--- src/rtl/dip_pkg.sv ---
`timescale 1ns / 1ps
package dip_pkg;

   localparam int TABLE_ENTRIES_DEFAULT = 1024;
   localparam int CLIENT_LIMIT_DEFAULT  = 128;
   localparam int QUEUE_DEPTH           = 2;

   localparam logic [15:0] ETH_IPV4        = 16'h0800;
   localparam logic [15:0] ETH_IPV6        = 16'h86DD;
   localparam logic [15:0] ETH_ARP         = 16'h0806;
   localparam logic [15:0] ARP_HW_ETHERNET = 16'h0001;

   localparam logic [2:0] ST_FORWARD  = 3'd0;
   localparam logic [2:0] ST_NON_IP   = 3'd1;
   localparam logic [2:0] ST_BAD_ARP  = 3'd2;
   localparam logic [2:0] ST_NO_MATCH = 3'd3;
   localparam logic [2:0] ST_INSERTED = 3'd4;
   localparam logic [2:0] ST_FULL     = 3'd5;

   typedef struct packed {
      logic        func;
      logic [15:0] frame_type;
      logic [31:0] ipv4_dest;
      logic [15:0] arp_hw_type;
      logic [15:0] arp_proto_type;
      logic [31:0] arp_target;
      logic [63:0] ipv6_dest_high;
      logic [63:0] ipv6_dest_low;
      logic        key_is_v6;
      logic [63:0] key_high;
      logic [63:0] key_low;
      logic [6:0]  entry_client;
   } req_type;

   typedef struct packed {
      logic [2:0] status;
      logic [6:0] client;
   } rsp_type;

   // classified work item handed from front to back
   typedef struct packed {
      logic        is_insert;
      logic        drop;
      logic [2:0]  drop_status;
      logic        family;
      logic [63:0] key_high;
      logic [63:0] key_low;
      logic [6:0]  owner;
   } work_type;

endpackage

--- src/rtl/dip_front.sv ---
`timescale 1ns / 1ps
module dip_front
   import dip_pkg::*;
(
   input  req_type  req,
   output work_type work
);

   always_comb begin
      work             = '0;
      work.is_insert   = req.func;
      work.drop_status = ST_NO_MATCH;
      if (req.func) begin
         work.family   = req.key_is_v6;
         work.key_high = req.key_is_v6 ? req.key_high : 64'd0;
         work.key_low  = req.key_is_v6 ? req.key_low : {32'd0, req.key_low[31:0]};
         work.owner    = req.entry_client;
      end else if (req.frame_type == ETH_IPV4) begin
         work.key_low = {32'd0, req.ipv4_dest};
      end else if (req.frame_type == ETH_IPV6) begin
         work.family   = 1'b1;
         work.key_high = req.ipv6_dest_high;
         work.key_low  = req.ipv6_dest_low;
      end else if (req.frame_type == ETH_ARP) begin
         if (req.arp_hw_type == ARP_HW_ETHERNET && req.arp_proto_type == ETH_IPV4) begin
            work.key_low = {32'd0, req.arp_target};
         end else begin
            work.drop        = 1'b1;
            work.drop_status = ST_BAD_ARP;
         end
      end else begin
         work.drop        = 1'b1;
         work.drop_status = ST_NON_IP;
      end
   end

endmodule

--- config.mk ---
export PLATFORM = sky130hd
export DESIGN_NAME = dip_front
export DESIGN_NICKNAME = d
export VERILOG_FILES = /design/src/rtl/dip_pkg.sv /design/src/rtl/dip_front.sv
export SDC_FILE = /design/constraint.sdc
export NUM_CORES = 1
export LEC_CHECK = 0
export BUFFER_PORTS_ARGS = -buffer_cell sky130_fd_sc_hd__buf_2
export CAP_MARGIN = 20
export CORE_AREA = 5 5 201 203
export DETAILED_ROUTE_END_ITERATION = 6
export DIE_AREA = 0 0 206 208
export PLACE_DENSITY = 0.3
export SYNTH_ARGS = -nofsm -noshare
export SYNTH_HDL_FRONTEND = slang
export SYNTH_SLANG_ARGS = --single-unit
--- constraint.sdc ---
create_clock -name vclk -period 3.1
set_input_delay 0.62 -clock vclk [all_inputs]
set_output_delay 0.62 -clock vclk [all_outputs]
set_load 0.01 [all_outputs]
# --- Word level (Yosys, flattened, before mapping) ---
# Index checks and enable logic that the tools add are counted.
# W data, S select, Z words.
word_totals:
  reg_bits: 0
  inputBits: 377
  mem_bits_rw: 0
  output_inout_bits: 141
  mem_bits_ro: 0
  word_cells: 20
  latchBits: 0
  n_memories: 0
op_classes:
  n_reduce_logical: 1
  n_mux: 14
  n_shift: 0
  bitwise_logic: 0
  eq_ne: 5
  n_lt_le_gt_ge: 0
  n_div: 0
  addsub: 0
  multipliers: 0
op_table:
  columns: ["cell", "count"]
  rows:
  - ["$mux W64", 4]
  - ["$mux W129", 1]
  - ["$mux W69", 1]
  - ["$mux W65", 1]
  - ["$mux W32", 2]
  - ["$eq A16 B12 Y1 const B", 3]
  - ["$eq A16 B1 Y1 const B", 1]
  - ["$eq A16 B16 Y1 const B", 1]
  - ["$mux W4", 4]
  - ["$mux W7", 1]
  - ["$logic_and A1 B1 Y1", 1]

# --- Longest topological paths before layout ---
# Gate-level depths: netlist of the first run.
logic_depth:
  word_depth: 7
  ltp_mapped: 7
  mapped_depth_nobuf: 4

# --- Least setup slack after synthesis of the first run ---
# No wires, ideal clock.
synth_timing:
  kind: "input to output"
  from: "input req[368] in the netlist's numbering"
  to: "output work[109] in the netlist's numbering"
  required_ps: 2480
  n_path_buf: 3
  setup_slack_ps: 436
  arrival_ps: 2044
  path_stages: 7
  path_cell_list: "nor4_2 -> and4_1 -> buf_2 -> nor3b_4 -> buf_4 -> buf_4 -> a22o_1"
synth_rtl:
  columns: ["item", "line", "source"]
  rows:
  - ["from (decl)", "dip_front.sv:5", "input req_type req,"]
  - ["to (decl)", "dip_front.sv:6", "output work_type work"]

==> impl_metrics.toml, run 1 <==
[status]
status = "complete, no violations"

[sta]
hold_viol_final = 0
drv_slew = 0
min_period_over_period_pct = 97.8
setup_viol = 0
rsz0062_at_grt = "no"
max_freq_mhz = 330
period_minus_slack_ns = 3.03
fin_ws_ns = 0.0675
hold_ws_ns = 1.53

[global_routing]
gr-total-overflow = 0
antenna_found_initial = 16
grt_pass1_wl_microns = 42400
grt_pass1_vias = 5541
grt_max_degree = 58
track_usage_pct = 13.5

[floorplan]
die_height_microns = 208
dieArea_sq_mm = 0.0428
coreArea_sq_mm = 0.0383
num_io_pins = 518
rows = 72
die_w_microns = 206
start_util_pct = 6.33

[route]
antenna_left = 0
drtPass1Iterations = 5
drt_iter0_drc = 261
totalWireLength_microns = 32300
drc = 0
viasPerCell = 3.92
post_drt_wl_per_cell_microns = 23.7
dr_total_vias = 5335

[worst_hold_path]
whs_path_depth = 3
min_path_type = "input pin to output port"
hold_end = "work[1]"
min-delay-start = "req[1]"

[cells_and_area]
seq_cell_count = 0
fin_cells = 1360
nClkBuffers = 0
most-common-layout-cells = "buf_2, a22o_1, nand4_1, nand2b_1"
seq_area_sq_um = 0
drive_above_1_share_pct = 65.6
fin_nets = 1217
areaGrowthSynthToFinish_pct = 139
layout.cells.most_common = "buf_2"
fin_util_pct = 15.1
nFillCells = 4518

[synthesis]
ys_warn_count = 0
yosysSeqAreaShare_pct = 0
synth_fp_nets = 730
synth_cells = 353
synth_cell_types = 23
synth_area_sq_mm = 0.00242
syn_avg_cell_area_sq_um = 6.86

[cts]
ctsHoldBuffers = 0
post_cts_buffers = 0

[placement]
place.gp.congestion = 0.824
io_buffers = 517
dpl.cell_count = 1356
pre_cts_ws_ns = -0.316
dp_hpwl_microns = 28200

[power_and_ir_drop]
powerDensity_mw_per_mm2 = 107
p_total_w = 0.000621
vdd_drop_max_mv = 0.0331
leakagePower_nw = 2.99

[critical_path]
end_kind = "output port"
crit_required_ns = 2.48
criticalPathCategory = "input pin to output port"
cp-start-kind = "input pin"
cp_max_fo = 40
cp_data_arrival_time_ns = 2.41

[job]
drv_cap = 0
[repair_timing]
action	CTS	global route
pin swaps	0	0
resized for setup	1	1
setup endpoints to repair	132	104
[cell type report]
cell class	count	area (sq um)	area share, %
well taps	518	648	11.2
multi-input cells	295	2190	37.9
repair buffers	543	2940	50.7
diodes	4	10.0	0.173
[cell families (layout without fill, tap and decap cells)]
kind of cell,Yosys count,in the layout,share of synthesized area [%]
other cells,1,5,0.155
compound gates,192,192,61.2
buf+inv,58,543,10.4
simple gates,102,102,28.3
[worst max-delay path by stage]
stage / startpoint / endpoint / slack (ns)
2_1_floorplan: req[368] / work[109] / 0.44
3_3_place_gp: req[370] / work[34] / -0.39
3_5_place_dp: req[370] / work[34] / -0.32
4_1_cts: req[370] / work[34] / 0.02
6_report: req[365] / work[59] / 0.07
5_1_grt: req[365] / work[59] / 0.004
[metal layers]
metal  part of all wire [%]  up-vias  GRT usage [%]
li1                       -     2448              -
met2                     54      321           27.5
met4                    1.6       14          0.964
met1                     34     2514           13.4
met5                   0.29        -              0
met3                     11       38           4.92
[Yosys cell counts (5+ instances only)]
master / n / share of area [%]
a211oi_1: 32 / 9.9
a21oi_1: 32 / 6.6
a22o_1: 96 / 35
and2_1: 9 / 2.3
and4_1: 5 / 1.8
buf_2: 9 / 1.9
buf_4: 6 / 1.9
clkbuf_1: 40 / 6.2
nand2b_1: 33 / 8.5
nand4_1: 33 / 8.5
nor4_1: 8 / 2.1
o31ai_1: 32 / 9.9
[where the power goes]
group / internal [W] / leakage [nW] / switching (W)
combinational: 0.000317 / 2.99 / 0.000304
sequential: 0 / 0 / 0
clock: 0.000000000173 / 0.0000254 / 0
[through the flow]
| stage | area, sq um | setup TNS [ns] |
|---|---|---|
| final | 5780 | 0 |
| after global routing | 5780 | 0 |
| after CTS | 5770 | 0 |
| after detailed placement | 5760 | -29.09 |
| after global placement | 5760 | -39.54 |
| after floorplan | 2420 | 0 |
[critical path, stage by stage]
cell	delay, ns
buf_2	0.11
and4b_1	0.36
and4_2	0.30
nor3b_4	0.30
buf_12	0.24
a22o_1	0.26
buf_2	0.20
Power figures use the tool's default switching activity.
==> inputs of run 2 (changes only) <==
--- a/config.mk
+++ b/config.mk
@@ -5,12 +5,13 @@
 export SDC_FILE = /design/constraint.sdc
 export NUM_CORES = 1
 export LEC_CHECK = 0
+export ABC_AREA = 1
 export BUFFER_PORTS_ARGS = -buffer_cell sky130_fd_sc_hd__buf_2
 export CAP_MARGIN = 20
-export CORE_AREA = 5 5 201 203
+export CORE_AREA = 2 2 201 203
 export DETAILED_ROUTE_END_ITERATION = 6
-export DIE_AREA = 0 0 206 208
-export PLACE_DENSITY = 0.3
+export DIE_AREA = 0 0 203 205
+export PLACE_DENSITY = 0.31
 export SYNTH_ARGS = -nofsm -noshare
 export SYNTH_HDL_FRONTEND = slang
 export SYNTH_SLANG_ARGS = --single-unit
==> run 2 against run 1 <==
  * Synthesized cell count increased by 110%
  * Total power decreased by 11%
  * Largest cell class unchanged
  * Global-route usage decreased by 2.8 points
  * Routed wire length decreased by 24%
  * Highest routed layer unchanged
  * Flip-flop and latch count unchanged
  * Worst hold slack got worse by 0.022 ns
  * Non-clock buffer count decreased by 11
  * Count of clock-buffer cells in the layout unchanged
  * Combinational power decreased by 11%
  * Sequential share of layout area unchanged
  * Fmax increased by 6.5%
  * Core utilization increased by 0.99 points
==> impl_metrics.toml, run 2 <==
[floorplan]
start_util_pct = 8.10
num_io_pins = 518
dieArea_sq_mm = 0.0416
rows = 73
coreArea_sq_mm = 0.0394
die_height_microns = 205
die_w_microns = 203

[status]
status = "complete, no violations"

[global_routing]
grt_pass1_wl_microns = 35400
gr-total-overflow = 0
grt_max_degree = 87
antenna_found_initial = 2
grt_pass1_vias = 6217
track_usage_pct = 10.7

[synthesis]
synth_area_sq_mm = 0.00319
synth_cells = 757
yosys.area.top_type_share_pct = 44.5
synth_largest_area_cell = "nand2_1"
netlist_top_cells_count = "nand2_1, nand3_1, inv_1"
yosysSeqAreaShare_pct = 0
syn_avg_cell_area_sq_um = 4.21
synth_cell_types = 19
synth_fp_nets = 1134
synthMostInstantiatedCell = "nand2_1"
synthTopCellsByArea = "nand2_1, nand3_1, inv_1, nor2_1, clkbuf_1"
ys_warn_count = 0

[placement]
placed_area_sq_mm = 0.00633
dp_hpwl_microns = 20600
place.gp.congestion = 0.818
io_buffers = 517

[sta]
max_freq_mhz = 351
period_minus_slack_ns = 2.85
setup_viol = 0
drv_slew = 0
min_period_over_period_pct = 91.9
rsz0062_at_grt = "no"
hold_viol_final = 0
tns_ns = 0

[route]
antenna_left = 0
drc = 0
totalWireLength_microns = 24600
viasPerCell = 3.65
dr_total_vias = 6407
drt_iter0_drc = 293
post_drt_wl_per_cell_microns = 14.0
drtPass1Iterations = 5

[critical_path]
cp_max_fo = 77
cp_data_arrival_time_ns = 2.23
crit_slowest_cell = "buf_12"
crit_required_ns = 2.48
max_stage_delay_ns = 0.27
endpoint = "work[54]"
crit_buf_inv = 3
cp-start-kind = "input pin"
criticalPathCategory = "input pin to output port"
crit_start = "req[373]"
crit_family = "simple AND/OR/NAND/NOR gates"
crit_cells = 10
end_kind = "output port"
path_cells = "buf_2 > nor2_1 > nand3_1 > nor2_4 > nand2_2 > nor2_4 > buf_12 > nand2_1 > nand2_1 > buf_2"

[cells_and_area]
fin_area_sq_mm = 0.00634
nFillCells = 4740
seq_cell_count = 0
layout.cells.most_common = "buf_2"
drive_above_1_share_pct = 44.0
most-common-layout-cells = "buf_2, nand2_1, nand3_1"
seq_area_sq_um = 0
fin_nets = 1608
nClkBuffers = 0
areaGrowthSynthToFinish_pct = 98.9

[power_and_ir_drop]
vdd_drop_max_mv = 0.0494
leakagePower_nw = 4.26
p_int_w = 0.000276
combPwrFrac_pct = 100.0
p_sw_w = 0.000276
powerDensity_mw_per_mm2 = 87.0
pwr-share-clk_pct = 0
swShare_pct = 50.0
pwr-share-seq_pct = 0

[cts]
ctsHoldBuffers = 0
post_cts_buffers = 0
cts.repair.resized = 0

[worst_hold_path]
whs_path_depth = 4
min_path_type = "input pin to output port"

[job]
drv_cap = 0
[run 2: cell types whose count changed after synthesis, moves of 33 or more]
cell	before	now
nand3_1	2	163
nand2b_1	33	0
inv_1	0	78
a22o_1	96	0
nand2_1	1	378
[run 2: per-layer routing]
layer	routed length (microns)	vias to the layer above	global-route usage, %	part of all wire, %
met2	12600	305	20.1	51
met1	9940	2799	13.3	40
met3	1850	20	1.80	7.5
met4	231	2	0.938	0.94
li1	-	3281	-	-
met5	13	-	0	0.053
[run 2: how the worst min path moves through the flow]
stage,endpoint,from
2_1_floorplan,work[140],req[376]
3_3_place_gp,work[5],req[5]
3_5_place_dp,work[2],req[2]
6_report,work[3],req[3]
4_1_cts,work[2],req[2]
5_1_grt,work[28],req[28]
[run 2: per-stage QoR]
| step | instances | hold slack (ns) | setup slack (ns) | total power (W) | util, % |
|---|---|---|---|---|---|
| final | 1755 | 1.51 | 0.252 | 0.000552 | 16.1 |
| after global routing | 1755 | 1.53 | 0.0641 | 0.000614 | 16.1 |
| after CTS | 1754 | 1.51 | 0.211 | 0.000560 | 16.1 |
| after detailed placement | 1754 | 1.51 | 0.217 | 0.000558 | 16.1 |
| after global placement | 1754 | 1.51 | 0.187 | 0.000562 | 16.1 |
| after floorplan | 757 | 1.33 | 0.815 | 0.000188 | - |
[run 2: cell families after synthesis]
group,Yosys count,share of synthesized area (%)
buffers and inverters,139,18.5
AOI/OAI and AO/OA,34,5.34
other,1,0.118
and+or+nand+nor,583,76.0
[run 2: layout make-up]
| class | count | area, sq um | share of cell area (%) |
|---|---|---|---|
| diodes | 1 | 2.50 | 0.0395 |
| inverters | 79 | 297 | 4.68 |
| multi-input cells | 618 | 2610 | 41.2 |
| well taps | 525 | 657 | 10.4 |
| repair buffers | 532 | 2770 | 43.7 |
[run 2: power by group through the flow]
stage,registers [W],logic [W],clock network [W]
after floorplan,0,0.000188,0
after global placement,0,0.000562,0
after detailed placement,0,0.000558,0
after CTS,0,0.000560,0
after global routing,0,0.000614,0.0000000000432
final,0,0.000552,0.0000000000432
==> inputs of run 3 (changes only) <==
--- a/config.mk
+++ b/config.mk
@@ -8,10 +8,12 @@
 export ABC_AREA = 1
 export BUFFER_PORTS_ARGS = -buffer_cell sky130_fd_sc_hd__buf_2
 export CAP_MARGIN = 20
-export CORE_AREA = 2 2 201 203
+export CELL_PAD_IN_SITES_DETAIL_PLACEMENT = 1
+export CELL_PAD_IN_SITES_GLOBAL_PLACEMENT = 2
+export CORE_AREA = 2 2 199 201
 export DETAILED_ROUTE_END_ITERATION = 6
-export DIE_AREA = 0 0 203 205
-export PLACE_DENSITY = 0.31
+export DIE_AREA = 0 0 201 203
+export PLACE_DENSITY = 0.72
 export SYNTH_ARGS = -nofsm -noshare
 export SYNTH_HDL_FRONTEND = slang
 export SYNTH_SLANG_ARGS = --single-unit
==> run 3 against run 2 <==
  * Routed wire length grew 16%
  * Setup slack got worse by 0.038 ns
  * Combinational power grew 4.5%
  * Fmax shrank 1.3%
  * Cell count is 0.11% lower
  * Total power increased by 4.6%
  * Critical path depth stayed put
  * Sequential share of layout area stayed put
  * First-iteration DRC count shrank 27%
  * Global-route usage is 2.4 points higher
  * Worst hold slack better by 0.0036 ns
==> impl_metrics.toml, run 3 (synthesis gave the netlist of run 2 again) <==
[route]
post_drt_wl_per_cell_microns = 16.3
drt_iter0_drc = 213
antenna_left = 0
drc = 0
drtPass1Iterations = 5
dr_total_vias = 6574
totalWireLength_microns = 28600
viasPerCell = 3.75

[power_and_ir_drop]
swShare_pct = 52.0
p_sw_w = 0.000300
p_int_w = 0.000277
vdd_drop_max_mv = 0.0519
leakagePower_nw = 4.29
pwr-share-seq_pct = 0
powerDensity_mw_per_mm2 = 90.3
pwr-share-clk_pct = 0
combPwrFrac_pct = 100.0

[floorplan]
rows = 72
coreArea_sq_mm = 0.0385
start_util_pct = 8.28
die_w_microns = 201
dieArea_sq_mm = 0.0408
die_height_microns = 203
num_io_pins = 518

[sta]
period_minus_slack_ns = 2.89
hold_viol_final = 0
drv_slew = 0
rsz0062_at_grt = "no"
min_period_over_period_pct = 93.1
setup_viol = 0
max_freq_mhz = 347
tns_ns = 0

[global_routing]
grt_util_met3_pct = 2.95
grt_max_degree = 95
gr-usage-met2_pct = 24.2
grt_busiest_layer = "met2"
grt_use_met1_pct = 14.7
grt_pass1_wl_microns = 41700
gr-total-overflow = 0
antenna_found_initial = 4
grt_pass1_vias = 6934
track_usage_pct = 13.1

[cells_and_area]
nClkBuffers = 0
layout.cells.most_common = "buf_2"
fin_area_sq_mm = 0.00639
seq_area_sq_um = 0
areaGrowthSynthToFinish_pct = 100
seq_cell_count = 0
multi_input_area_sq_mm = 0.00260
fin_nets = 1612
fin_util_pct = 16.6
most-common-layout-cells = "buf_2, nand2_1, nand3_1"
nFillCells = 5174
drive_above_1_share_pct = 44.2

[cts]
post_cts_buffers = 0
ctsHoldBuffers = 0
cts.repair.resized = 0

[placement]
place.gp.congestion = 0.873
placed_area_sq_mm = 0.00638
io_buffers = 517
dp_hpwl_microns = 24900

[critical_path]
end_kind = "output port"
crit_required_ns = 2.48
cp_data_arrival_time_ns = 2.27
cp_max_fo = 32
cp-start-kind = "input pin"
criticalPathCategory = "input pin to output port"

[worst_hold_path]
min_path_type = "input pin to output port"

[job]
drv_cap = 0

[status]
status = "complete, no violations"
==> run 3: changes by cell type in the layout (fill, tap and decap cells not counted) <==
cell / previous run / this run
nor2_4: 4 / 2
buf_4: 12 / 13
nor2_2: 1 / 3
diode_2: 1 / 2
buf_12: 5 / 8
==> run 3: final timing paths <==
check | from | end | slack (ns) | depth (start not counted)
min | req[169] | work[40] | 1.52 | 4
max | req[371] | work[137] | 0.21 | 10
==> run 3: power by group through the flow <==
stage	Combinational, W	Sequential (W)	Clock (W)
detailed placement	0.000586	0	0
global placement	0.000581	0	0
finish	0.000577	0	0.0000000000868
global route	0.000638	0	0.0000000000866
CTS	0.000588	0	0
floorplan	0.000188	0	0
==> run 3: worst max-delay path, stage by stage <==
cell	delay [ns]
buf_2	0.10
inv_2	0.05
nor2_1	0.04
nand2_1	0.05
nor2_1	0.08
nand2_2	0.09
buf_4	0.33
nand3_1	0.37
or2_2	0.39
buf_2	0.14
==> run 3: layout make-up <==
cell class / instances / area share, %
repair buffers: 536 / 44.4
multi-input cells: 618 / 40.8
well taps: 518 / 10.1
inverters: 79 / 4.64
diodes: 2 / 0.0783
==> run 3: per-layer routing <==
layer | vias to the layer above | wire length (microns)
li1 | 3294 | -
met1 | 2950 | 11000
met2 | 292 | 14300
met3 | 34 | 2100
met4 | 4 | 1130
met5 | - | 34
==> run 3: through the flow <==
step                total power (W)  cells  hold WS [ns]  setup WS (ns)
detailed placement         0.000586   1751          1.52          0.222
finish                     0.000577   1753          1.52          0.215
floorplan                  0.000188    757          1.33          0.815
global placement           0.000581   1751          1.51          0.228
global route               0.000638   1753          1.53         0.0247
CTS                        0.000588   1751          1.52          0.219
