===== config.mk =====
export PLATFORM = sky130hd
export DESIGN_NAME = dip_fifo
export DESIGN_NICKNAME = d
export VERILOG_FILES = /design/src/rtl/dip_pkg.sv /design/src/rtl/dip_fifo.sv
export SDC_FILE = /design/constraint.sdc
export NUM_CORES = 1
export LEC_CHECK = 0
export BUFFER_PORTS_ARGS = -buffer_cell sky130_fd_sc_hd__clkbuf_2
export CELL_PAD_IN_SITES_DETAIL_PLACEMENT = 2
export CELL_PAD_IN_SITES_GLOBAL_PLACEMENT = 2
export CORE_ASPECT_RATIO = 0.5
export CORE_MARGIN = 3
export CORE_UTILIZATION = 35
export DETAILED_ROUTE_END_ITERATION = 10
export PLACE_DENSITY = 0.83
export SYNTH_ARGS = -nofsm -noshare
export SYNTH_HDL_FRONTEND = slang
export SYNTH_SLANG_ARGS = --single-unit

===== constraint.sdc =====
create_clock -name clock -period 4.4 [get_ports clock]
set_input_delay 0.88 -clock clock [delete_from_list [all_inputs] [get_ports clock]]
set_output_delay 0.88 -clock clock [all_outputs]
set_load 0.01 [all_outputs]

===== src/rtl/dip_pkg.sv =====
`timescale 1ns / 1ps
package dip_pkg;

   localparam int TABLE_ENTRIES_DEFAULT = 1024;
   localparam int CLIENT_LIMIT_DEFAULT  = 128;
   localparam int QUEUE_DEPTH           = 2;

   localparam logic [15:0] ETH_IPV4        = 16'h0800;
   localparam logic [15:0] ETH_IPV6        = 16'h86DD;
   localparam logic [15:0] ETH_ARP         = 16'h0806;
   localparam logic [15:0] ARP_HW_ETHERNET = 16'h0001;

   localparam logic [2:0] ST_FORWARD  = 3'd0;
   localparam logic [2:0] ST_NON_IP   = 3'd1;
   localparam logic [2:0] ST_BAD_ARP  = 3'd2;
   localparam logic [2:0] ST_NO_MATCH = 3'd3;
   localparam logic [2:0] ST_INSERTED = 3'd4;
   localparam logic [2:0] ST_FULL     = 3'd5;

   typedef struct packed {
      logic        func;
      logic [15:0] frame_type;
      logic [31:0] ipv4_dest;
      logic [15:0] arp_hw_type;
      logic [15:0] arp_proto_type;
      logic [31:0] arp_target;
      logic [63:0] ipv6_dest_high;
      logic [63:0] ipv6_dest_low;
      logic        key_is_v6;
      logic [63:0] key_high;
      logic [63:0] key_low;
      logic [6:0]  entry_client;
   } req_type;

   typedef struct packed {
      logic [2:0] status;
      logic [6:0] client;
   } rsp_type;

   // classified work item handed from front to back
   typedef struct packed {
      logic        is_insert;
      logic        drop;
      logic [2:0]  drop_status;
      logic        family;
      logic [63:0] key_high;
      logic [63:0] key_low;
      logic [6:0]  owner;
   } work_type;

endpackage


===== src/rtl/dip_fifo.sv =====
`timescale 1ns / 1ps
module dip_fifo
   import dip_pkg::*;
(
   input  logic     clock,
   input  logic     reset,
   input  logic     push,
   input  work_type push_data,
   output logic     full,
   input  logic     pop,
   output work_type pop_data,
   output logic     empty
);

   localparam int PW = $clog2(QUEUE_DEPTH);

   work_type          mem_ff [QUEUE_DEPTH];
   logic [PW-1:0]     wr_ptr_ff, wr_ptr_in;
   logic [PW-1:0]     rd_ptr_ff, rd_ptr_in;
   logic [PW:0]       count_ff, count_in;
   logic              do_push, do_pop;

   assign full     = (count_ff == (PW+1)'(QUEUE_DEPTH));
   assign empty    = (count_ff == '0);
   assign do_push  = push && !full;
   assign do_pop   = pop && !empty;
   assign pop_data = mem_ff[rd_ptr_ff];

   always_comb begin
      wr_ptr_in = do_push ? wr_ptr_ff + PW'(1) : wr_ptr_ff;
      rd_ptr_in = do_pop ? rd_ptr_ff + PW'(1) : rd_ptr_ff;
      count_in  = count_ff + (PW+1)'(do_push) - (PW+1)'(do_pop);
   end

   always_ff @(posedge clock) begin
      if (reset) begin
         wr_ptr_ff <= '0;
         rd_ptr_ff <= '0;
         count_ff  <= '0;
      end else begin
         wr_ptr_ff <= wr_ptr_in;
         rd_ptr_ff <= rd_ptr_in;
         count_ff  <= count_in;
      end
   end

   always_ff @(posedge clock) begin
      if (do_push) begin
         mem_ff[wr_ptr_ff] <= push_data;
      end
   end

endmodule


Word-level counts from Yosys, hierarchy flattened
Memory sizes are Yosys's and may differ from the RTL's. A register that Yosys moved wholly into a read port is not among the register bits.
Index checks and enable logic that the tools add are counted.
Word-level totals
  flip-flop bits (word level): 4
  memory bits (writable): 282
  input bits: 145
  output and inout bits: 143
  word-level logic and storage cells: 18
  memories: 1
Memory list
  mem_ff: words 2, bits a word 141, rd ports 1, clocked after Yosys merged registers in 1, write ports 1, line dip_fifo.sv:17  | work_type mem_ff [QUEUE_DEPTH];
Operators by class
  add/subtract/negate cells: 4
  equal/unequal tests: 1
  mux-type cells: 4
  reductions and logical operators: 5
Operators by type and width (number)
  $mux W1: 4
  $add A1 B1 Y1 const B: 2
  $add A2 B1 Y2: 1
  $eq A2 B2 Y1 const B: 1
  $logic_and A1 B1 Y1: 2
  $logic_not A1 Y1: 2
  $logic_not A2 Y1: 1
  $sub A2 B1 Y2: 1

Longest topological paths before layout
Gate-level depths: netlist (run 1).
  depth in word-level cells: 5
  depth in mapped cells: 8
  mapped depth without buffers: 8

Least setup slack after synthesis (run 1)
No wires, ideal clock.
  kind: input to register
  start: input push
  end: memory mem_ff[1][0] (netlist bit), enable pin
  library setup time: 518 ps
  data arrival time: 4170 ps
  data required time: 3882 ps
  slack: -288 ps
  stages on the path: 1
  path buffers: 0
  cell sequence: and3_1
On the way
  word-level cells in the longest chain between the ends: 3
RTL lines
  start: declaration: line dip_fifo.sv:7  | input logic push,
  $logic_and A1 B1 Y1: line dip_fifo.sv:25  | assign do_push = push && !full;
  $mux W1: line dip_fifo.sv:48  | if (do_push) begin
  $mux W1 (not written as such): line dip_fifo.sv:49  | mem_ff[wr_ptr_ff] <= push_data;
  end: declaration: line dip_fifo.sv:17
Every way passes these cells.

==> impl_results.md, run 1 <==
- Placed insts: roughly 1100
- Final min period: around 3.3 ns
- Share of the synthesized area in the top cell type: 0.786
- HPWL Detailed: 21500 um
- Post-cts repair resize count: 0
- Mapped Nets: approximately 600
- Top post-synthesis cells by area: edfxtp_1 79%, mux2_4 13%, mux2_2 5.3%
- Port Buffer Count: 287
- Post-layout util: 0.458
- Final hold slack: 0.513 ns
- Crit-path max FO: 48
- Post-synthesis register bit count: 287
- Max-Slew Margin vs Limit: 0.467
- Layout Cells excl Fill: 1189
- Crit start category: flip-flop
- Syn avg cell area: 23.1 um2
- Hold Fails Final Rpt: 0
- Seq/Total Area, Yosys: 0.795
- Drt pass-1 iters: 4
- Gpl congestion: 0.770
- Share of cells above drive strength 1: 0.605
- Pin slew with the least headroom to its limit: 0.800 ns
- PD cells: 621 nW/um2
- Mapped cell area: 10800 um2
- Critical path arrival: 2.45 ns
- Max-slew violations: 0
- Critical path capture point type: output port
- Peak supply drop: 0.324 mV
- Psw: 0.00246 W
- Max_cap viols: 0
- Seq pwr share: 0.438
- Slowest stage delay, CP: 0.85 ns
- Slowest cell on the critical path: dfxtp_4
- Share of total power in combinational logic: 0.269
- Initial Util: 0.363
- Clk_lat worst skew: 0.55 ns
- Die ar.: 33100 um2
- Cts bufs inserted: 27
- Clock root cell: clkbuf_16
- Setup TNS: 0 ns
- Largest area contributor in the netlist: edfxtp_1
- Total GRT Usage: 0.186
- Kind of critical path: flip-flop to output port
- Clock network power share: 0.293
- Wire per inst: between 20 and 30 um
- Clock slew at reported path FFs: 0.07 ns
- Power, Total: 0.00845 W
- DR DRC count: 0
- Die Span Y: roughly 130 um
- H-tree depth: 1
- GR Overflow Total: 0
- Vias: ~5600
- Synth Instances: roughly 470
- Worst-path cell chain: buf_4, mux2_4, clkbuf_2
- Status: complete, no violations
- Setup bufs post-CTS: 0
- Leak: roughly 5.3 nW
- Initial DRC count: around 370
- Unique masters post-synth: 22
- Synth-to-Final Area Change: 26.2%
- Clock Path Buffers: 3
- Max Fclk: 0.300 GHz
- Vias in the first global route: 6297
- Rows: 44
- CTS Hold Bufs: 0
- Yosys warnings: 0
- Clock sinks: roughly 290
- Net Sw Frac: 0.291
- Fin crit share: 0.757
- Pint: 0.00599 W
- Global-route wire length before repair: roughly 45000 um
- Initial antenna violation count: 3
- I/O Pins: 288
- Nets@finish: 921
- CTS tree: yes
- Largest net degree at the start of global routing: 100
- Layout Skew: around 0.014 ns
- Worst EP required: 3.52 ns
- Core area: 29700 um2
- Die width: around 250 um
- Final setup viols: 0
- HP Class: primary input to flip-flop
- RSZ-0062 raised after global routing: false
- Vias per cell: roughly 4.7
- Fill cells: between 2000 and 3000
- DRT antenna net count: 0
- Routed wire length: between 30000 and 40000 um
## cells in the mapped netlist
cell / n
xor2_1: 1
xnor2_1: 1
nor3_1: 1
buf_6: 10
nor2_1: 4
a21oi_1: 1
buf_8: 1
o21ai_0: 1
dfxtp_1: 5
nor2b_1: 1
mux2_4: 90
inv_1: 4
ha_1: 2
o21a_1: 1
edfxtp_1: 282
and3_1: 1
and2_1: 1
buf_2: 5
nand2_1: 1
nand2b_2: 1
or3_1: 1
mux2_2: 51
## worst max-delay path, delay by kind of cell (launching register included)
| kind | cells | cell delay, ns |
|---|---|---|
| mux | 1 | 0.35 |
| buf+inv | 2 | 0.64 |
| flops | 1 | 0.85 |
## power by group through the flow
stage,Clock (W),Combinational [W],Sequential (W)
floorplan,0,0.00150,0.00364
global placement,0,0.00219,0.00370
detailed placement,0,0.00228,0.00375
CTS,0.00254,0.00232,0.00371
global route,0.00265,0.00241,0.00375
finish,0.00248,0.00227,0.00370
## placed cells by master (no fill, tap or decap), types with 2 or more instances in the layout
cell type and instances:
bufinv_16 5, buf_12 5, clkbuf_16 27, clkbuf_2 287
dfxtp_1 4, inv_1 3, mux2_4 90, buf_4 3
clkinv_2 6, edfxtp_1 282, diode_2 4, ha_1 2
clkbuf_1 3, inv_6 2, nor2_1 4, clkinv_1 6
mux2_2 51
## per-layer routing
layer  global-route usage  routed length, um  vias up
li1                     -                  -     2468
met1                0.194              10800     2955
met2                0.377              18500      116
met3               0.0285                716       64
met4               0.0771               1130        0
met5                    0                  0        -
## layout make-up
| class | instances | area, um2 | share of cell area |
|---|---|---|---|
| Multi-Input combinational cell | 159 | 2050 | 0.151 |
| Clock buffer | 30 | 687 | 0.0505 |
| Clock inverter | 19 | 220 | 0.0162 |
| Sequential cell | 287 | 8570 | 0.630 |
| Inverter | 4 | 18.8 | 0.00138 |
| Tap cell | 391 | 489 | 0.0360 |
| Timing Repair Buffer | 295 | 1560 | 0.115 |
| Antenna cell | 4 | 10.0 | 0.000736 |
## state kept, by name (all words and copies together), names as in the netlist, named ones only
name	count
mem_ff	282
count_ff	2
rd_ptr_ff	1
wr_ptr_ff	1
## stage by stage
step                      cell area [um2]  setup WS (ns)
after floorplan                     10800          0.852
after global placement              12700           1.54
after detailed placement            12700           1.47
after CTS                           13600           1.03
after global routing                13600          0.940
final                               13600           1.07
## worst paths after layout
check / slack [ns] / start / cells past startpoint / endpoint
max reg2reg: 1.97 / count_ff[0]$_SDFF_PP0_ / 5 / mem_ff[0][37]$_DFFE_PP_
min: 0.51 / push_data[51] / 1 / mem_ff[0][51]$_DFFE_PP_
max: 1.07 / flip-flop / 3 / pop_data[46]
min reg2reg: 0.53 / wr_ptr_ff$_SDFFE_PP0P_ / 2 / wr_ptr_ff$_SDFFE_PP0P_
## cells by family after synthesis
kind of cell | share of synthesized area
multiplexers | 0.179
XOR/XNOR | 0.00163
AND/OR/NAND/NOR | 0.00534
buffers and inverters | 0.0156
AO/OA/AOI/OAI | 0.00162
flip-flops | 0.795
adder cells (fa/ha/maj) | 0.00232
Note: power is estimated with default switching activity, not from simulation.
==> run 2: changes to the inputs <==
ABC_AREA = 1   (was unset)
CORE_UTILIZATION = 39   (was 35)
PLACE_DENSITY = 0.87   (was 0.83)
clock period = 3.3 ns   (was 4.4 ns; I/O delays follow)
==> run 2 against run 1 <==
Setup slack worse by 0.44 ns. Design area is 0.43% lower. Cell count fell by 0.50%. Clock skew decreased by 0.0046 ns. Global-route usage is 1.9 points higher. Clock power increased by 20%. Core utilization increased by 4.6 points. Synthesized cell count grew 2.6%. Non-clock buffer count is 3 higher. Critical path type unchanged. Largest cell class unchanged. Largest power group unchanged. Highest routed layer unchanged.
==> impl_results.md, run 2 <==
- Status: complete, no violations
- Largest net degree at the start of global routing: 75
- Post-synthesis register bit count: approximately 290
- Net Sw Frac: 0.287
- Synth Instances: 478
- Clock Path Buffers: 3
- Routed wire length: 31700 um
- Initial antenna violation count: 3
- Final min period: between 2 and 3 ns
- Area post-placement: 12700 um2
- Global-route wire length before repair: 44200 um
- Power, Total: 0.0106 W
- Peak supply drop: ~0.42 mV
- Port Buffer Count: 287
- Yosys warnings: 0
- Vias in the first global route: 6464
- Met2 usage: 0.404
- Post-synth EDFFs: 282
- Total GRT Usage: 0.205
- Setup bufs post-CTS: 0
- Unique masters post-synth: 13
- Die Span Y: 124 um
- PD cells: ~780 nW/um2
- Met1 Track Usage GR: 0.221
- Vias: around 5700
- Largest area contributor in the netlist: edfxtp_1
- Psw: between 0.003 and 0.004 W
- Top-count cell post-synth: edfxtp_1
- Initial DRC count: 320
- CP delay by family, top: flip-flops
- Layout Cells excl Fill: roughly 1200
- Drt pass-1 iters: 4
- HP Class: primary input to flip-flop
- Regs by FF count: mem_ff: 282 flops, count_ff: 2 flops
- Share of total power in combinational logic: 0.262
- Wire per inst: 26.8 um
- Critical path capture point type: output port
- Met3 usage: 0.0321
- Slowest cell on the critical path: dfxtp_4
- Share of the synthesized area in the top cell type: 0.784
- H-tree depth: 1
- Biggest register: mem_ff
- Clock slew at reported path FFs: 0.06 ns
- I/O Pins: 288
- Ys async rst share: 0
- Die width: 241 um
- Grt peak-use layer: met2
- Core area: 26900 um2
- Fill cells: 2460
- Syn avg cell area: 22.6 um2
- Max_cap viols: 0
- Crit-path max FO: between 40 and 50
- Die ar.: about 30000 um2
- Synth-to-Final Area Change: 25.4%
- HPWL Detailed: 21800 um
- Max-slew violations: 0
- Post-cts repair resize count: 0
- Layout Skew: ~0.01 ns
- Cts bufs inserted: 26
- Clock network power share: 0.281
- Max Fclk: 0.375 GHz
- Nets@finish: 935
- DR DRC count: 0
- Slowest stage delay, CP: around 0.54 ns
- CTS tree: yes
- Setup TNS: 0 ns
- Gpl congestion: 0.748
- Seq pwr share: 0.457
- Hold Fails Final Rpt: 0
- Rows: 42
- Post-layout util: 0.504
- Post-synth top cells: 282 x edfxtp_1, 90 x mux2_4, 51 x mux2_2
- Vias per cell: 4.85
- Clock sinks: 287
- Clock root cell: clkbuf_16
- Worst-path cell chain: buf_12, mux2_2, clkbuf_2
- Ys flop type: edfxtp_1
- Mapped Nets: roughly 630
- Mapped cell area: around 11000 um2
- Kind of critical path: flip-flop to output port
- Seq/Total Area, Yosys: 0.794
- Final setup viols: 0
- Critical path buffers and inverters: 2
- Pin slew with the least headroom to its limit: approximately 0.7 ns
- Max reg flops: 282
- Pint: 0.00754 W
- Share of cells above drive strength 1: 0.590
- RSZ-0062 raised after global routing: false
- Commonest non-fill, non-tap cells in the layout: 287 x clkbuf_2, 282 x edfxtp_1, 90 x mux2_4
- Top post-synthesis cells by area: edfxtp_1 78%, mux2_4 13%, mux2_2 5.3%
- Worst EP required: approximately 2.6 ns
- Commonest non-fill, non-tap cell in the layout: clkbuf_2
- Fin crit share: 0.808
- Leak: 5.28 nW
- Crit start category: flip-flop
- GR Overflow Total: 0
- Placed insts: 1134
- Initial Util: 0.402
- Critical path arrival: 2.01 ns
- Final Cell Area: 13500 um2
- Clk_lat worst skew: 0.54 ns
- CTS Hold Bufs: 0
- Max-Slew Margin vs Limit: 0.529
- DRT antenna net count: 0
run 2: final cells by class:
class | instances | area [um2] | area share
Antenna cell | 4 | 10.0 | 0.000739
Clock buffer | 36 | 709 | 0.0524
Clock inverter | 9 | 91.3 | 0.00674
Inverter | 10 | 41.3 | 0.00305
Multi-Input combinational cell | 165 | 2050 | 0.151
Sequential cell | 287 | 8570 | 0.633
Tap cell | 374 | 468 | 0.0345
Timing Repair Buffer | 298 | 1610 | 0.119
run 2: worst paths after layout:
kind                                              from                 endpoint  slack [ns]  cells past startpoint
worst max-delay path                         flip-flop             pop_data[28]        0.63                      3
worst min-delay path                             reset   count_ff[0]$_SDFF_PP0_        0.30                      2
worst max register to register  count_ff[0]$_SDFF_PP0_  mem_ff[0][54]$_DFFE_PP_        1.16                      5
worst min register to register  rd_ptr_ff$_SDFFE_PP0P_   rd_ptr_ff$_SDFFE_PP0P_        0.55                      2
run 2: cells by family after synthesis:
group	after synthesis	share of synthesized area
mux	141	0.178
flops	287	0.794
fa+ha+maj	2	0.00232
simple gates	20	0.00730
compound gates	2	0.000927
buf+inv	26	0.0176
run 2: worst reg2reg max path, stage by stage (launching register included):
cell and delay (ns):
dfxtp_1 0.36, inv_1 0.07, nand2_1 0.17, nand2_1 0.16, nor2_4 0.57, buf_4 0.45
run 2: per-stage QoR:
step / hold slack (ns) / setup WS (ns)
2_1_floorplan: 0.467 / 0.0289
3_3_place_gp: 0.487 / 1.08
3_5_place_dp: 0.494 / 0.986
4_1_cts: 0.274 / 0.587
5_1_grt: 0.285 / 0.558
6_report: 0.301 / 0.632
run 2: per-layer routing:
layer	vias up	wire length, um
li1	2498	-
met5	-	0
met1	3015	11300
met4	0	1410
met3	75	922
met2	152	18100
run 2: power by group through the flow:
| stage | clock [W] | sequential [W] | combinational (W) |
|---|---|---|---|
| floorplan | 0 | 0.00482 | 0.00172 |
| global placement | 0 | 0.00482 | 0.00265 |
| detailed placement | 0 | 0.00490 | 0.00278 |
| CTS | 0.00304 | 0.00484 | 0.00283 |
| global route | 0.00320 | 0.00488 | 0.00294 |
| finish | 0.00297 | 0.00484 | 0.00277 |
==> run 3: changes to the inputs <==
clock period = 2.6 ns   (was 3.3 ns; I/O delays follow)
==> run 3 against run 2 <==
Via count rose by 1.4%. Power rose by 30%. Clock skew increased by 0.0053 ns. Critical endpoint is now pop_data[0]. Largest power group unchanged. Global-route usage increased by 0.32 points. First-iteration DRC count up 10%. Cell count grew 1.2%. Die area unchanged. Critical path depth unchanged. Combinational power rose by 33%. Core utilization grew 0.62 points. Clock-buffer cell count shrank 4. Sequential share of layout area down 0.76 points.
==> impl_results.md, run 3 (synthesized netlist as in run 2, its figures left out) <==
- Clock Path Buffers: 3
- Regs by FF count: mem_ff: 282 flops, count_ff: 2 flops
- Area post-placement: about 13000 um2
- Setup TNS: 0 ns
- Peak supply drop: 0.583 mV
- Leak: 5.36 nW
- Post-cts repair resize count: 0
- Die ar.: between 20000 and 30000 um2
- Crit-path max FO: a little over 40
- Initial Util: 0.402
- HP Class: primary input to flip-flop
- CTS tree: yes
- Clk_lat worst skew: 0.57 ns
- HPWL Detailed: 22800 um
- Nets@finish: 944
- Max-slew violations: 0
- FF-to-FF setup slack: 0.90 ns
- Initial antenna violation count: 5
- Critical path arrival: 1.92 ns
- Largest net degree at the start of global routing: 60
- Status: complete, no violations
- Max reg flops: between 200 and 300
- Global-route wire length before repair: 44700 um
- Die Span Y: 124 um
- Layout Skew: 0.0151 ns
- Vias per cell: 4.86
- DRT antenna net count: 0
- CTS Hold Bufs: 0
- Commonest non-fill, non-tap cell in the layout: clkbuf_2
- Routed wire length: 33600 um
- Max-Slew Margin vs Limit: 0.597
- Clock root cell: clkbuf_16
- Register area: 8570 um2
- Biggest register: mem_ff
- Final setup viols: 0
- Cts bufs inserted: 27
- Vias in the first global route: 6547
- Vias: 5821
- Kind of critical path: flip-flop to output port
- Worst-path cell chain: buf_12, mux2_2, clkbuf_2
- Worst Slack Setup Final: 0.156 ns
- Drt pass-1 iters: 4
- Initial DRC count: 353
- PD cells: 1000 nW/um2
- Clock slew at reported path FFs: approximately 0.06 ns
- Total GRT Usage: 0.208
- GR Overflow Total: 0
- Gpl congestion: 0.745
- Share of cells above drive strength 1: 0.604
- RSZ-0062 raised after global routing: false
- Setup bufs post-CTS: 0
- Slowest cell on the critical path: dfxtp_4
- Synth-to-Final Area Change: 27.0%
- Die width: 241 um
- Crit start category: flip-flop
- Rows: 42
- Fin crit share: 0.940
- Worst slack, placed: 0.625 ns
- Commonest non-fill, non-tap cells in the layout: 287 x clkbuf_2, 282 x edfxtp_1, 90 x mux2_4
- Port Buffer Count: 287
- Power, Total: around 0.014 W
- Fill cells: 2433
- Clock sinks: 287
- Final min period: 2.44 ns
- Max Fclk: between 0.4 and 0.5 GHz
- Hold Fails Final Rpt: 0
- H-tree depth: 1
- Worst EP required: between 2 and 2.5 ns
- Core area: 26900 um2
- Pin slew with the least headroom to its limit: 0.604 ns
- Area of the multi-input gates: 2080 um2
- Final Cell Area: 13700 um2
- Critical path capture point type: output port
- Max_cap viols: 0
- DR DRC count: 0
- Wire per inst: 28.1 um
- I/O Pins: between 200 and 300
- Slowest stage delay, CP: between 0.4 and 0.5 ns
==> run 3: per-layer routing <==
layer | track usage | wire (um) | part of all wire | vias to the layer above
met5 | 0 | 0 | 0 | -
met2 | 0.411 | 19300 | 0.57 | 174
li1 | - | - | - | 2520
met4 | 0.0972 | 1540 | 0.046 | 0
met1 | 0.220 | 11600 | 0.35 | 3044
met3 | 0.0330 | 1140 | 0.034 | 83
==> run 3: worst paths after layout <==
check,from,end,depth (start not counted)
max,flip-flop,pop_data[0],3
min reg2reg,rd_ptr_ff$_SDFFE_PP0P_,flip-flop,2
max reg2reg,count_ff[0]$_SDFF_PP0_,mem_ff[0][57]$_DFFE_PP_,5
min,reset,count_ff[0]$_SDFF_PP0_,2
==> run 3: cell type report <==
cell class	count	share of cell area
diodes	5	0.000912
well taps	374	0.0341
repair buffers	306	0.123
multi-input cells	165	0.152
clock buffers	32	0.0506
flip-flops and latches	287	0.625
inverters	10	0.00301
clock inverters	18	0.0108
==> run 3: report_power, final <==
| group | leakage (nW) | switching (W) | total [W] | internal, W |
|---|---|---|---|---|
| Combinational | 2.27 | 0.00201 | 0.00368 | 0.00168 |
| Clock | 0.419 | 0.00183 | 0.00395 | 0.00212 |
| Sequential | 2.68 | 0.000268 | 0.00614 | 0.00587 |
==> run 3: critical path, delay by kind of cell, from the launching register on <==
family | cells | cell delay, ns
buffers and inverters | 2 | 0.47
muxes | 1 | 0.40
DFF | 1 | 0.47
==> run 3: stage by stage <==
step                std cells  hold slack, ns   util
floorplan                 478           0.467      -
detailed placement       1139           0.556  0.478
CTS                      1189           0.126  0.509
finish                   1197           0.144  0.511
global placement         1139           0.486  0.478
global route             1197           0.123  0.511
